===== config.mk =====
export PLATFORM = sky130hd
export DESIGN_NAME = julian_day_to_calendar_date_core
export DESIGN_NICKNAME = d
export VERILOG_FILES = /design/src/rtl/jdcd_pkg.sv /design/src/rtl/jdcd_date_pipe.sv /design/src/rtl/jdcd_time_pipe.sv /design/src/rtl/julian_day_to_calendar_date_core.sv
export SDC_FILE = /design/constraint.sdc
export NUM_CORES = 2
export LEC_CHECK = 0
export BUFFER_PORTS_ARGS = -buffer_cell sky130_fd_sc_hd__buf_2
export CAP_MARGIN = 0
export CORE_ASPECT_RATIO = 1.5
export CORE_MARGIN = 3
export CORE_UTILIZATION = 45
export CTS_CLUSTER_SIZE = 16
export DETAILED_ROUTE_END_ITERATION = 12
export SLEW_MARGIN = 25
export SYNTH_ARGS = -nofsm -noshare
export SYNTH_HDL_FRONTEND = slang
export SYNTH_SLANG_ARGS = --single-unit

===== constraint.sdc =====
create_clock -name clk_i -period 22.6 [get_ports clk_i]
set_clock_uncertainty 0.15 [all_clocks]
set_input_delay 1.13 -clock clk_i [delete_from_list [all_inputs] [get_ports clk_i]]
set_output_delay 1.13 -clock clk_i [all_outputs]
set_load 0.02 [all_outputs]

===== src/rtl/jdcd_pkg.sv =====
// Shared widths, scaled-integer constants and lookup tables for the day-number-to-date converter.
`default_nettype none

package jdcd_pkg;

  // Pipeline depth shared by the date path, the time path and the valid chain.
  localparam int NumStages = 6;

  // Port widths.
  localparam int DayW   = 23;
  localparam int MsW    = 27;
  localparam int MonthW = 4;
  localparam int DomW   = 5;
  localparam int YearW  = 16;
  localparam int HourW  = 5;
  localparam int MinW   = 6;
  localparam int SecW   = 6;
  localparam int MsecW  = 10;

  // Internal widths of the date path.
  localparam int TW      = 25;  // 4*(day - anchor) - 1
  localparam int AlphaW  = 8;   // century correction count
  localparam int BW      = 24;  // shifted day count
  localparam int NcW     = 30;  // 100*b - 12210
  localparam int CW      = 15;  // Julian-style year count
  localparam int XW      = 10;  // day of the March-based year plus offset
  localparam int EW      = 5;   // March-based month index

  // Internal widths of the time path.
  localparam int SecsW = 17;  // whole seconds of the day
  localparam int RemW  = 12;  // seconds within the hour

  localparam logic [DayW-1:0] GregStart  = DayW'(2299161);
  localparam logic [DayW-1:0] GregAnchor = DayW'(1867216);
  localparam logic [MsW-1:0]  MsMax      = MsW'(86399999);

  // Reciprocals for exact floor division: q = (n * ceil(2^S / D)) >> S.
  // Each shift is the numerator width plus ceil(log2(D)), which keeps the
  // rounding error of the reciprocal below one unit of the quotient.
  localparam int AlphaShift = 43;
  localparam int AlphaRw    = 26;
  localparam longint unsigned AlphaDiv = 146097;
  localparam logic [AlphaRw-1:0] AlphaRecip =
    AlphaRw'(((64'd1 << AlphaShift) + AlphaDiv - 1) / AlphaDiv);

  localparam int CShift = 46;
  localparam int CRw    = 31;
  localparam longint unsigned CDiv = 36525;
  localparam logic [CRw-1:0] CRecip = CRw'(((64'd1 << CShift) + CDiv - 1) / CDiv);

  localparam int SecShift = 37;
  localparam int SecRw    = 28;
  localparam longint unsigned SecDiv = 1000;
  localparam logic [SecRw-1:0] SecRecip =
    SecRw'(((64'd1 << SecShift) + SecDiv - 1) / SecDiv);

  localparam int HrShift = 29;
  localparam int HrRw    = 18;
  localparam longint unsigned HrDiv = 3600;
  localparam logic [HrRw-1:0] HrRecip = HrRw'(((64'd1 << HrShift) + HrDiv - 1) / HrDiv);

  localparam int MinShift = 18;
  localparam int MinRw    = 13;
  localparam longint unsigned MinDiv = 60;
  localparam logic [MinRw-1:0] MinRecip =
    MinRw'(((64'd1 << MinShift) + MinDiv - 1) / MinDiv);

  // Smallest x with floor(10000*x / 306001) >= k, for k = 1 .. 16.
  localparam int NumThresh = 16;
  localparam logic [XW-1:0] EThresh [NumThresh] = '{
    10'd31,  10'd62,  10'd92,  10'd123, 10'd154, 10'd184, 10'd215, 10'd245,
    10'd276, 10'd307, 10'd337, 10'd368, 10'd398, 10'd429, 10'd460, 10'd490
  };

  // floor(30.6001 * e) for e = 0 .. 16.
  localparam int NumFloor = 17;
  localparam logic [XW-1:0] EFloor [NumFloor] = '{
    10'd0,   10'd30,  10'd61,  10'd91,  10'd122, 10'd153, 10'd183, 10'd214,
    10'd244, 10'd275, 10'd306, 10'd336, 10'd367, 10'd397, 10'd428, 10'd459,
    10'd489
  };

  // Month index from the day offset within the March-based year.
  function automatic logic [EW-1:0] jdcd_e_of(input logic [XW-1:0] x);
    logic [EW-1:0] e;
    e = '0;
    for (int k = 0; k < NumThresh; k++) begin
      if (x >= EThresh[k]) begin
        e = EW'(k + 1);
      end
    end
    return e;
  endfunction

endpackage

`default_nettype wire


===== src/rtl/jdcd_date_pipe.sv =====
// Six-stage date path: Julian day number to month, day of month and year.
`default_nettype none

module jdcd_date_pipe (
  input  logic                               clk_i,
  input  logic [jdcd_pkg::NumStages-1:0]     en_i,
  input  logic [jdcd_pkg::DayW-1:0]          day_number_i,
  output logic [jdcd_pkg::MonthW-1:0]        month_o,
  output logic [jdcd_pkg::DomW-1:0]          day_of_month_o,
  output logic signed [jdcd_pkg::YearW-1:0]  year_o
);
  import jdcd_pkg::*;

  // Stage 1: Gregorian test and scaled numerator of the century correction.
  logic [DayW-1:0] s1_jdn_q;
  logic            s1_greg_q;
  logic [TW-1:0]   s1_t_q;
  logic            greg_d;
  logic [DayW-1:0] diff_d;
  logic [TW-1:0]   t_d;

  always_comb begin
    greg_d = day_number_i >= GregStart;
    diff_d = day_number_i - GregAnchor;
    t_d    = greg_d ? ({diff_d, 2'b00} - TW'(1)) : '0;
  end

  always_ff @(posedge clk_i) begin
    if (en_i[0]) begin
      s1_jdn_q  <= day_number_i;
      s1_greg_q <= greg_d;
      s1_t_q    <= t_d;
    end
  end

  // Stage 2: alpha = floor(t / 146097) by reciprocal multiply.
  localparam int AProdW = TW + AlphaRw;
  logic [AProdW-1:0] alpha_prod;
  logic [DayW-1:0]   s2_jdn_q;
  logic              s2_greg_q;
  logic [AlphaW-1:0] s2_alpha_q;

  assign alpha_prod = AProdW'(s1_t_q) * AProdW'(AlphaRecip);

  always_ff @(posedge clk_i) begin
    if (en_i[1]) begin
      s2_jdn_q   <= s1_jdn_q;
      s2_greg_q  <= s1_greg_q;
      s2_alpha_q <= alpha_prod[AlphaShift +: AlphaW];
    end
  end

  // Stage 3: corrected day count b and the numerator of the year count.
  logic [BW-1:0]  adj_d;
  logic [BW-1:0]  b_d;
  logic [NcW-1:0] nc_d;
  logic [BW-1:0]  s3_b_q;
  logic [NcW-1:0] s3_nc_q;

  always_comb begin
    adj_d = s2_greg_q ? (BW'(s2_alpha_q) + BW'(1) - BW'(s2_alpha_q >> 2)) : '0;
    b_d   = BW'(s2_jdn_q) + adj_d + BW'(1524);
    nc_d  = NcW'(b_d) * NcW'(100) - NcW'(12210);
  end

  always_ff @(posedge clk_i) begin
    if (en_i[2]) begin
      s3_b_q  <= b_d;
      s3_nc_q <= nc_d;
    end
  end

  // Stage 4: c = floor(nc / 36525) by reciprocal multiply.
  localparam int CProdW = NcW + CRw;
  logic [CProdW-1:0] c_prod;
  logic [BW-1:0]     s4_b_q;
  logic [CW-1:0]     s4_c_q;

  assign c_prod = CProdW'(s3_nc_q) * CProdW'(CRecip);

  always_ff @(posedge clk_i) begin
    if (en_i[3]) begin
      s4_b_q <= s3_b_q;
      s4_c_q <= c_prod[CShift +: CW];
    end
  end

  // Stage 5: day offset within the March-based year and the raw year.
  logic [BW-1:0]    d_d;
  logic [XW-1:0]    x_d;
  logic [YearW-1:0] yr_base_d;
  logic [XW-1:0]    s5_x_q;
  logic [YearW-1:0] s5_yr_q;

  always_comb begin
    d_d       = BW'(s4_c_q) * BW'(365) + BW'(s4_c_q >> 2);
    x_d       = XW'(s4_b_q - d_d);
    yr_base_d = YearW'(s4_c_q) - YearW'(4715);
  end

  always_ff @(posedge clk_i) begin
    if (en_i[4]) begin
      s5_x_q  <= x_d;
      s5_yr_q <= yr_base_d;
    end
  end

  // Stage 6: month, day of month and the final year with no year zero.
  logic [EW-1:0]           e_d;
  logic [EW-1:0]           mon_raw;
  logic [MonthW-1:0]       mon_d;
  logic [DomW-1:0]         dom_d;
  logic signed [YearW-1:0] yr1_d;
  logic signed [YearW-1:0] yr_d;

  always_comb begin
    e_d     = jdcd_e_of(s5_x_q);
    mon_raw = e_d - EW'(1);
    if (mon_raw > EW'(12)) begin
      mon_raw = mon_raw - EW'(12);
    end
    mon_d = MonthW'(mon_raw);
    dom_d = DomW'(s5_x_q - EFloor[e_d]);
    yr1_d = $signed(s5_yr_q) - ((mon_raw > EW'(2)) ? YearW'(1) : YearW'(0));
    yr_d  = (yr1_d <= 0) ? (yr1_d - YearW'(1)) : yr1_d;
  end

  always_ff @(posedge clk_i) begin
    if (en_i[5]) begin
      month_o        <= mon_d;
      day_of_month_o <= dom_d;
      year_o         <= yr_d;
    end
  end

endmodule

`default_nettype wire


===== src/rtl/jdcd_time_pipe.sv =====
// Six-stage time path: milliseconds of the day to hour, minute, second and millisecond.
`default_nettype none

module jdcd_time_pipe (
  input  logic                           clk_i,
  input  logic [jdcd_pkg::NumStages-1:0] en_i,
  input  logic [jdcd_pkg::MsW-1:0]       ms_of_day_i,
  output logic [jdcd_pkg::HourW-1:0]     hour_o,
  output logic [jdcd_pkg::MinW-1:0]      minute_o,
  output logic [jdcd_pkg::SecW-1:0]      second_o,
  output logic [jdcd_pkg::MsecW-1:0]     millisecond_o
);
  import jdcd_pkg::*;

  // Stage 1: clamp to the last millisecond of the day.
  logic [MsW-1:0] s1_ms_q;

  always_ff @(posedge clk_i) begin
    if (en_i[0]) begin
      s1_ms_q <= (ms_of_day_i > MsMax) ? MsMax : ms_of_day_i;
    end
  end

  // Stage 2: whole seconds by reciprocal multiply.
  localparam int SProdW = MsW + SecRw;
  logic [SProdW-1:0] secs_prod;
  logic [MsW-1:0]    s2_ms_q;
  logic [SecsW-1:0]  s2_secs_q;

  assign secs_prod = SProdW'(s1_ms_q) * SProdW'(SecRecip);

  always_ff @(posedge clk_i) begin
    if (en_i[1]) begin
      s2_ms_q   <= s1_ms_q;
      s2_secs_q <= secs_prod[SecShift +: SecsW];
    end
  end

  // Stage 3: millisecond remainder and hour by reciprocal multiply.
  localparam int HProdW = SecsW + HrRw;
  logic [HProdW-1:0] hr_prod;
  logic [MsecW-1:0]  msr_d;
  logic [SecsW-1:0]  s3_secs_q;
  logic [HourW-1:0]  s3_hr_q;
  logic [MsecW-1:0]  s3_msr_q;

  always_comb begin
    hr_prod = HProdW'(s2_secs_q) * HProdW'(HrRecip);
    msr_d   = MsecW'(s2_ms_q - MsW'(s2_secs_q) * MsW'(1000));
  end

  always_ff @(posedge clk_i) begin
    if (en_i[2]) begin
      s3_secs_q <= s2_secs_q;
      s3_hr_q   <= hr_prod[HrShift +: HourW];
      s3_msr_q  <= msr_d;
    end
  end

  // Stage 4: seconds within the hour.
  logic [RemW-1:0]  s4_rem_q;
  logic [HourW-1:0] s4_hr_q;
  logic [MsecW-1:0] s4_msr_q;

  always_ff @(posedge clk_i) begin
    if (en_i[3]) begin
      s4_rem_q <= RemW'(s3_secs_q - SecsW'(s3_hr_q) * SecsW'(3600));
      s4_hr_q  <= s3_hr_q;
      s4_msr_q <= s3_msr_q;
    end
  end

  // Stage 5: minute by reciprocal multiply.
  localparam int MProdW = RemW + MinRw;
  logic [MProdW-1:0] min_prod;
  logic [RemW-1:0]   s5_rem_q;
  logic [MinW-1:0]   s5_min_q;
  logic [HourW-1:0]  s5_hr_q;
  logic [MsecW-1:0]  s5_msr_q;

  assign min_prod = MProdW'(s4_rem_q) * MProdW'(MinRecip);

  always_ff @(posedge clk_i) begin
    if (en_i[4]) begin
      s5_rem_q <= s4_rem_q;
      s5_min_q <= min_prod[MinShift +: MinW];
      s5_hr_q  <= s4_hr_q;
      s5_msr_q <= s4_msr_q;
    end
  end

  // Stage 6: second remainder and output register.
  always_ff @(posedge clk_i) begin
    if (en_i[5]) begin
      hour_o        <= s5_hr_q;
      minute_o      <= s5_min_q;
      second_o      <= SecW'(s5_rem_q - RemW'(s5_min_q) * RemW'(60));
      millisecond_o <= s5_msr_q;
    end
  end

endmodule

`default_nettype wire


===== src/rtl/julian_day_to_calendar_date_core.sv =====
// Throughput: one word per cycle unless the output stalls.
// The date and time paths are six-stage pipelines.
// A stalled output holds its word; empty stages fill while the output waits.
// Reset (rst_ni low, asynchronous) clears only the stage valid bits; data registers
// are not reset.
`default_nettype none

module julian_day_to_calendar_date_core (
  input  logic                              clk_i,
  input  logic                              rst_ni,
  input  logic                              in_valid_i,
  output logic                              in_ready_o,
  input  logic [jdcd_pkg::DayW-1:0]         day_number_i,
  input  logic [jdcd_pkg::MsW-1:0]          ms_of_day_i,
  output logic                              out_valid_o,
  input  logic                              out_ready_i,
  output logic [jdcd_pkg::MonthW-1:0]       month_o,
  output logic [jdcd_pkg::DomW-1:0]         day_of_month_o,
  output logic signed [jdcd_pkg::YearW-1:0] year_o,
  output logic [jdcd_pkg::HourW-1:0]        hour_o,
  output logic [jdcd_pkg::MinW-1:0]         minute_o,
  output logic [jdcd_pkg::SecW-1:0]         second_o,
  output logic [jdcd_pkg::MsecW-1:0]        millisecond_o
);
  import jdcd_pkg::*;

  // One valid bit per stage. A stage may load when it is empty or when the
  // stage after it moves on in the same cycle, so bubbles collapse and a
  // word in flight is never dropped or duplicated during a stall.
  logic [NumStages-1:0] valid_q;
  logic [NumStages-1:0] valid_d;
  logic [NumStages-1:0] stage_en;
  logic [NumStages:0]   ready_chain;
  logic [NumStages:0]   valid_chain;

  always_comb begin
    ready_chain[NumStages] = out_ready_i;
    for (int k = NumStages - 1; k >= 0; k--) begin
      ready_chain[k] = !valid_q[k] || ready_chain[k + 1];
    end
    valid_chain = {valid_q, in_valid_i};
    for (int k = 0; k < NumStages; k++) begin
      stage_en[k] = ready_chain[k];
      valid_d[k]  = stage_en[k] ? valid_chain[k] : valid_q[k];
    end
  end

  always_ff @(posedge clk_i or negedge rst_ni) begin
    if (!rst_ni) begin
      valid_q <= '0;
    end else begin
      valid_q <= valid_d;
    end
  end

  assign in_ready_o  = ready_chain[0];
  assign out_valid_o = valid_q[NumStages - 1];

  // The date and time paths share the stage enables, so both halves of a
  // result word reach the output register in the same cycle.
  jdcd_date_pipe u_date (
    .clk_i          (clk_i),
    .en_i           (stage_en),
    .day_number_i   (day_number_i),
    .month_o        (month_o),
    .day_of_month_o (day_of_month_o),
    .year_o         (year_o)
  );

  jdcd_time_pipe u_time (
    .clk_i         (clk_i),
    .en_i          (stage_en),
    .ms_of_day_i   (ms_of_day_i),
    .hour_o        (hour_o),
    .minute_o      (minute_o),
    .second_o      (second_o),
    .millisecond_o (millisecond_o)
  );

  // An empty output stage means every earlier stage can advance.
  a_ready_when_out_empty: assert property (@(posedge clk_i) disable iff (!rst_ni)
    !out_valid_o |-> in_ready_o)
    else $error("input stalled while the output stage is empty");

  a_date_range: assert property (@(posedge clk_i) disable iff (!rst_ni)
    out_valid_o |-> (month_o >= 4'd1 && month_o <= 4'd12 &&
                     day_of_month_o >= 5'd1 && year_o != 16'sd0))
    else $error("date field out of range");

  a_time_range: assert property (@(posedge clk_i) disable iff (!rst_ni)
    out_valid_o |-> (hour_o <= 5'd23 && minute_o <= 6'd59 &&
                     second_o <= 6'd59 && millisecond_o <= 10'd999))
    else $error("time field out of range");

endmodule

`default_nettype wire

# Word level (Yosys, flattened, before mapping)
# Memory sizes are Yosys's and may differ from the RTL's.
# Index checks and enable logic that the tools add are counted.
# Widths: inputs -> output; s select.
# op_classes
addsub	18
mul	10
magnitude_cmp	22
mux	22
n_bitwise	1
n_reduce_logical	12
# ops
operator	count
$ge 10x9->1 const B	8
$mul 30x31->61 const B	1
$mul 27x27->53 const B	1
$mul 25x24->49 const B	1
$ge 10x8->1 const B	4
$mul 17x18->34 const B	1
$mux 4	8
$sub 30x14->30 const B	1
$mul 24x5->28 const B	1
$gt 27x27->1 const B	1
$sub 25x1->25 const B	1
$add 23x24->24	1
$add 24x11->24 const B	1
$mux 24	1
$sub 24x6->24	1
$ge 23x22->1 const B	1
$mul 12x12->23 const B	1
$sub 23x21->23 const B	1
$ge 10x7->1 const B	2
$mux 5	4
$sub 10x10->10	2
$mul 17x7->7 const B	1
$le 16x1->1 const B	1
$mux 16	1
24 further kinds	39
# word_totals
ff_bits	365
mem_bits_ro	320
in_bits	54
out_inout_bits	54
memories	1
# mem_list
name	depth	width	rd	rd_clocked_by_memory_dff	wr	line_no	text
(name not given)	32	10	1	0	0	jdcd_date_pipe.sv:123	dom_d = DomW'(s5_x_q - EFloor[e_d]);

# Longest topological paths before layout
# logic_depth
depth_word	25
ltp_mapped	36

# Cells and area by module
# From an unflattened synthesis, not the netlist that was laid out.
# unflattened
hier_cells	5462
area_unflattened_um2	60415.4
# by_module_without_submodules
module	n_inst	cells_per_inst	area_per_inst_um2
jdcd_date_pipe	1	3454	37827.5
jdcd_time_pipe	1	1988	22338.9
julian_day_to_calendar_date_core	1	20	249.0

# Worst setup path after synthesis
# OpenSTA, ideal clock, no wires.
# synth_path
path_kind	flip-flop to flip-flop
start	register u_date.s2_alpha_q[0]
end	register u_date.s3_nc_q[28] (data pin)
t_arrival_ps	7480
required_ps	22182
setup_slack_ps	14702
stages_incl_launch_ff	33
path_buffers	1
cell_sequence	edfxtp_1 > ha_1 > ha_1 > a21o_1 > a21oi_1 > o21bai_1 > a21o_1 > a211o_1 > nor3_1 > ha_1 > ha_1 > a21o_1 > nor3_1 > a21boi_0 > o21ai_1 > a21o_1 > a21oi_1 > xnor2_1 > ha_1 > ha_1 > inv_1 > fa_1 > inv_1 > ha_1 > clkbuf_1 > nor2b_1 > o21ai_0 > nand2b_1 > or3_1 > a2111oi_2 > nor3b_2 > nor3b_1 > xnor2_1
# synth_via
elab_chain_len	7
# synth_lines
item	line_no	text
start: declaration	jdcd_date_pipe.sv:41	logic [AlphaW-1:0] s2_alpha_q;
start signal: assignment	jdcd_date_pipe.sv:49	s2_alpha_q <= alpha_prod[AlphaShift +: AlphaW];
$add 8x1->9	jdcd_date_pipe.sv:61	adj_d = s2_greg_q ? (BW'(s2_alpha_q) + BW'(1) - BW'(s2_alpha_q >> 2)) : '0;
$sub 24x6->24	jdcd_date_pipe.sv:61	
$mux 24	jdcd_date_pipe.sv:61	
$add 23x24->24	jdcd_date_pipe.sv:62	b_d = BW'(s2_jdn_q) + adj_d + BW'(1524);
$add 24x11->24	jdcd_date_pipe.sv:62	
$mul 24x5->28	jdcd_date_pipe.sv:63	nc_d = NcW'(b_d) * NcW'(100) - NcW'(12210);
$sub 30x14->30	jdcd_date_pipe.sv:63	
via u_date.nc_d[28]	jdcd_date_pipe.sv:56	logic [NcW-1:0] nc_d;
end signal: assignment	jdcd_date_pipe.sv:69	s3_nc_q <= nc_d;
end: declaration	jdcd_date_pipe.sv:58	logic [NcW-1:0] s3_nc_q;
# The timed path passes the listed nets, and every way through them passes these cells.
# A chain may end at the register's enable or synchronous reset.

# Worst setup path in the final report
# Same ends and word-level chain as after synthesis.

==> results.sh <==
export IMPL_grt_antenna_before_repair=2
export IMPL_setup_viol=0
export IMPL_clock_fmax_ghz=0.114
export IMPL_tns_ps=0
export IMPL_wl_um=140000
export IMPL_synthXorXnorAreaFrac=0.0391
export IMPL_critical_path_arrival_ps=8960
export IMPL_layout_min_cycle_time_ps=8800
export IMPL_cp_slowest_cell="fa_1"
export IMPL_hold_viol=0
export IMPL_clk_pin_slew_worst_paths_ps=70
export IMPL_insertion_delay_ps=580
export IMPL_drive_gt1_frac=0.0420
export IMPL_mappedNetlistArea_mm2=0.0603
export IMPL_row_count=163
export IMPL_overflow=0
export IMPL_fp_dieW_um=305
export IMPL_grt_pass1_vias=42000
export IMPL_place_gp_congestion=0.975
export IMPL_slew_violations=0
export IMPL_synth_top_family_by_area="adder cells"
export IMPL_max_stage_delay_ps=530
export IMPL_core_area_mm2=0.132
export IMPL_num_vias=37400
export IMPL_cts_buffers=42
export IMPL_avgSynthCellArea_um2=11.1
export IMPL_grtUsageTotal=0.211
export IMPL_root_buffer="clkbuf_16"
export IMPL_slew_headroom=0.345
export IMPL_clock_sinks=362
export IMPL_area_growth_pct=6.85
export IMPL_synth_top_flop_cell="edfxtp_1"
export IMPL_dp_hpwl_um=124000
export IMPL_drcViolationCount=0
export IMPL_hold_path_class="flip-flop to flip-flop"
export IMPL_worstPathMaxFanout=6
export IMPL_io_pins=108
export IMPL_synth_distinct_cells=86
export IMPL_grt_pass1_wl_um=227000
export IMPL_nets=7857
export IMPL_cts_tree="done"
export IMPL_synthAdderAreaFrac=0.582
export IMPL_grt_max_degree=75
export IMPL_setup_worst_path_end_class="flip-flop"
export IMPL_yosysWarnings=0
export IMPL_crit_required_ps=22760
export IMPL_syn_num_nets=7722
export IMPL_synth_edf_count=356
export IMPL_synthCells=5431
export IMPL_cts_resized_gates=0
export IMPL_rsz0062_at_grt="false"
export IMPL_htreeDepth=2
export IMPL_drt_iter0_drc=1225
export IMPL_dr_pass1_iters=7
export IMPL_start_util=0.455
export IMPL_die_area_mm2=0.138
export IMPL_synth_compound_area_frac=0.0590
export IMPL_viasPerCell=5.10
export IMPL_post_cts_buffers=0
export IMPL_cts_hold_buf=0
export IMPL_ys_seq_area_frac=0.180
export IMPL_finalCritPeriodShare=0.390
export IMPL_ant_nets=0
export IMPL_portBuffers=107
export IMPL_ys_ff_latch=362
export IMPL_tightest_slew_ps=957
export IMPL_start_kind="flip-flop"
export IMPL_critPathMostFrequentCell="ha_1"
export IMPL_antenna_cells=0
export IMPL_cap_violations=0
export IMPL_wl_per_cell_um=19.1
export IMPL_yosys_area_share_simple=0.0451
export IMPL_async_flop_share=0.0166
export IMPL_path_class="flip-flop to flip-flop"
export IMPL_die_h_um=454
export IMPL_outcome="complete, no violations"
export IMPL_synth_area_mux_share=0.00120
export IMPL_clock_path_buffers=3
synthesized netlist by cell type, types with 4 or more instances:
library cell	number	area share
inv_1	1476	0.092
ha_1	1295	0.27
fa_1	942	0.31
edfxtp_1	356	0.18
xnor2_1	184	0.027
a21oi_1	142	0.012
nor2_1	120	0.0075
nand2_1	103	0.0064
xor2_1	85	0.012
a21o_1	84	0.010
o21ai_0	67	0.0056
nand3_1	45	0.0037
nor3_1	45	0.0037
nor2b_1	40	0.0042
nand2b_1	30	0.0031
o21a_1	30	0.0037
or2_2	24	0.0025
clkbuf_1	23	0.0014
nand4_1	22	0.0023
o21bai_1	21	0.0026
a211oi_1	20	0.0025
and3_1	19	0.0020
a31oi_1	17	0.0018
and2_1	17	0.0018
or3_1	15	0.0016
o211ai_1	14	0.0017
o21ai_1	14	0.0012
nor4_1	13	0.0013
a211o_1	11	0.0016
nor3b_1	11	0.0014
o31ai_1	11	0.0014
a2111oi_0	9	0.0013
o22ai_1	9	0.00093
a31o_2	7	0.0010
dfrtp_1	6	0.0025
nand4b_1	6	0.00087
o2111ai_1	6	0.00087
a41oi_1	5	0.00073
mux2i_1	5	0.00083
o31a_1	5	0.00073
a221o_1	4	0.00066
o41ai_1	4	0.00058
cell families (layout without fill, tap and decap cells):
kind of cell	after synthesis	after routing
AO/OA/AOI/OAI	525	525
XOR/XNOR	269	269
adder cells (fa/ha/maj)	2237	2237
buffers and inverters	1503	1669
flip-flops	362	362
multiplexers	7	7
AND/OR/NAND/NOR	528	528
state kept, by name, indices dropped and copies added, names as in the netlist, 12 cells and up:
signal	flops
u_date.s2_jdn_q	23
u_date.s1_jdn_q	23
u_time.s4_rem_q	12
u_time.s2_secs_q	17
u_date.s1_t_q	24
u_date.s5_yr_q	16
u_date.s4_c_q	15
u_time.s3_secs_q	12
u_time.s1_ms_q	27
u_date.year_o	16
u_date.s3_nc_q	28
routing by layer:
metal | vias to the layer above | part of all wire | track usage | routed length [um]
met4 | 0 | 0.053 | 0.0951 | 7420
met2 | 576 | 0.54 | 0.401 | 75100
li1 | 17800 | - | - | -
met3 | 280 | 0.024 | 0.0160 | 3330
met1 | 18700 | 0.39 | 0.240 | 54300
met5 | - | 0 | 0 | 0
path summary, 6_finish.rpt:
kind	start	end	slack, ps	cells past startpoint
setup / recovery	u_date.s2_alpha_q[0]$_DFFE_PP_	u_date.s3_nc_q[28]$_DFFE_PP_	13800	30
hold / removal	u_time.s3_msr_q[2]$_DFFE_PP_	u_time.s4_msr_q[2]$_DFFE_PP_	230	0
setup reg to reg	u_date.s2_alpha_q[0]$_DFFE_PP_	u_date.s3_nc_q[28]$_DFFE_PP_	13800	30
hold reg to reg	u_time.s3_msr_q[2]$_DFFE_PP_	u_time.s4_msr_q[2]$_DFFE_PP_	230	0
max in group asynchronous	rst_ni	valid_q[0]$_DFFE_PN0P_	21810	1
min in group asynchronous	rst_ni	valid_q[5]$_DFFE_PN0P_	260	1
critical path, delay by kind of cell (launching register included):
family                     cells  cell delay (ps)
xor gates and xnor gates       2              260
and+or+nand+nor                7             1790
DFF                            1              460
buffers and inverters          2               90
AOI/OAI and AO/OA             11             2980
adders and majority gates      8             2790
per-stage QoR:
stage                     hold WS (ps)   util  setup WS, ps  std cells  area [um^2]
after floorplan                    250      -         14700       5431        60300
after global placement             251  0.476         14080       7254        62900
after detailed placement           255  0.476         13820       7254        62900
after CTS                          215  0.486         13700       7329        64400
after global routing               231  0.486         12980       7329        64400
final                              232  0.486         13800       7329        64400
final cells by class:
cell class | count | area, um^2
Timing Repair Buffer | 117 | 611
Tap cell | 1732 | 2170
Clock buffer | 47 | 1090
Fill cell | 12100 | 68000
Inverter | 1477 | 5540
Multi-Input combinational cell | 3566 | 43800
Clock inverter | 28 | 340
Sequential cell | 362 | 10800
placed cells by master, fill, tap and decap left out, types with 24 or more instances in the layout:
master / synthesis / final
nor3_1: 45 / 45
a21o_1: 84 / 84
nor2b_1: 40 / 40
nand2_1: 103 / 101
edfxtp_1: 356 / 356
inv_1: 1476 / 1474
o21ai_0: 67 / 67
xnor2_1: 184 / 184
nor2_1: 120 / 119
a21oi_1: 142 / 142
buf_2: 0 / 107
xor2_1: 85 / 85
nand2b_1: 30 / 30
fa_1: 942 / 942
ha_1: 1295 / 1295
o21a_1: 30 / 30
clkbuf_16: 0 / 42
nand3_1: 45 / 43
or2_2: 24 / 24
Power is left out: the tool's default activity adds up to more than one toggle a clock period on the data nets, which glitch-free logic cannot reach.
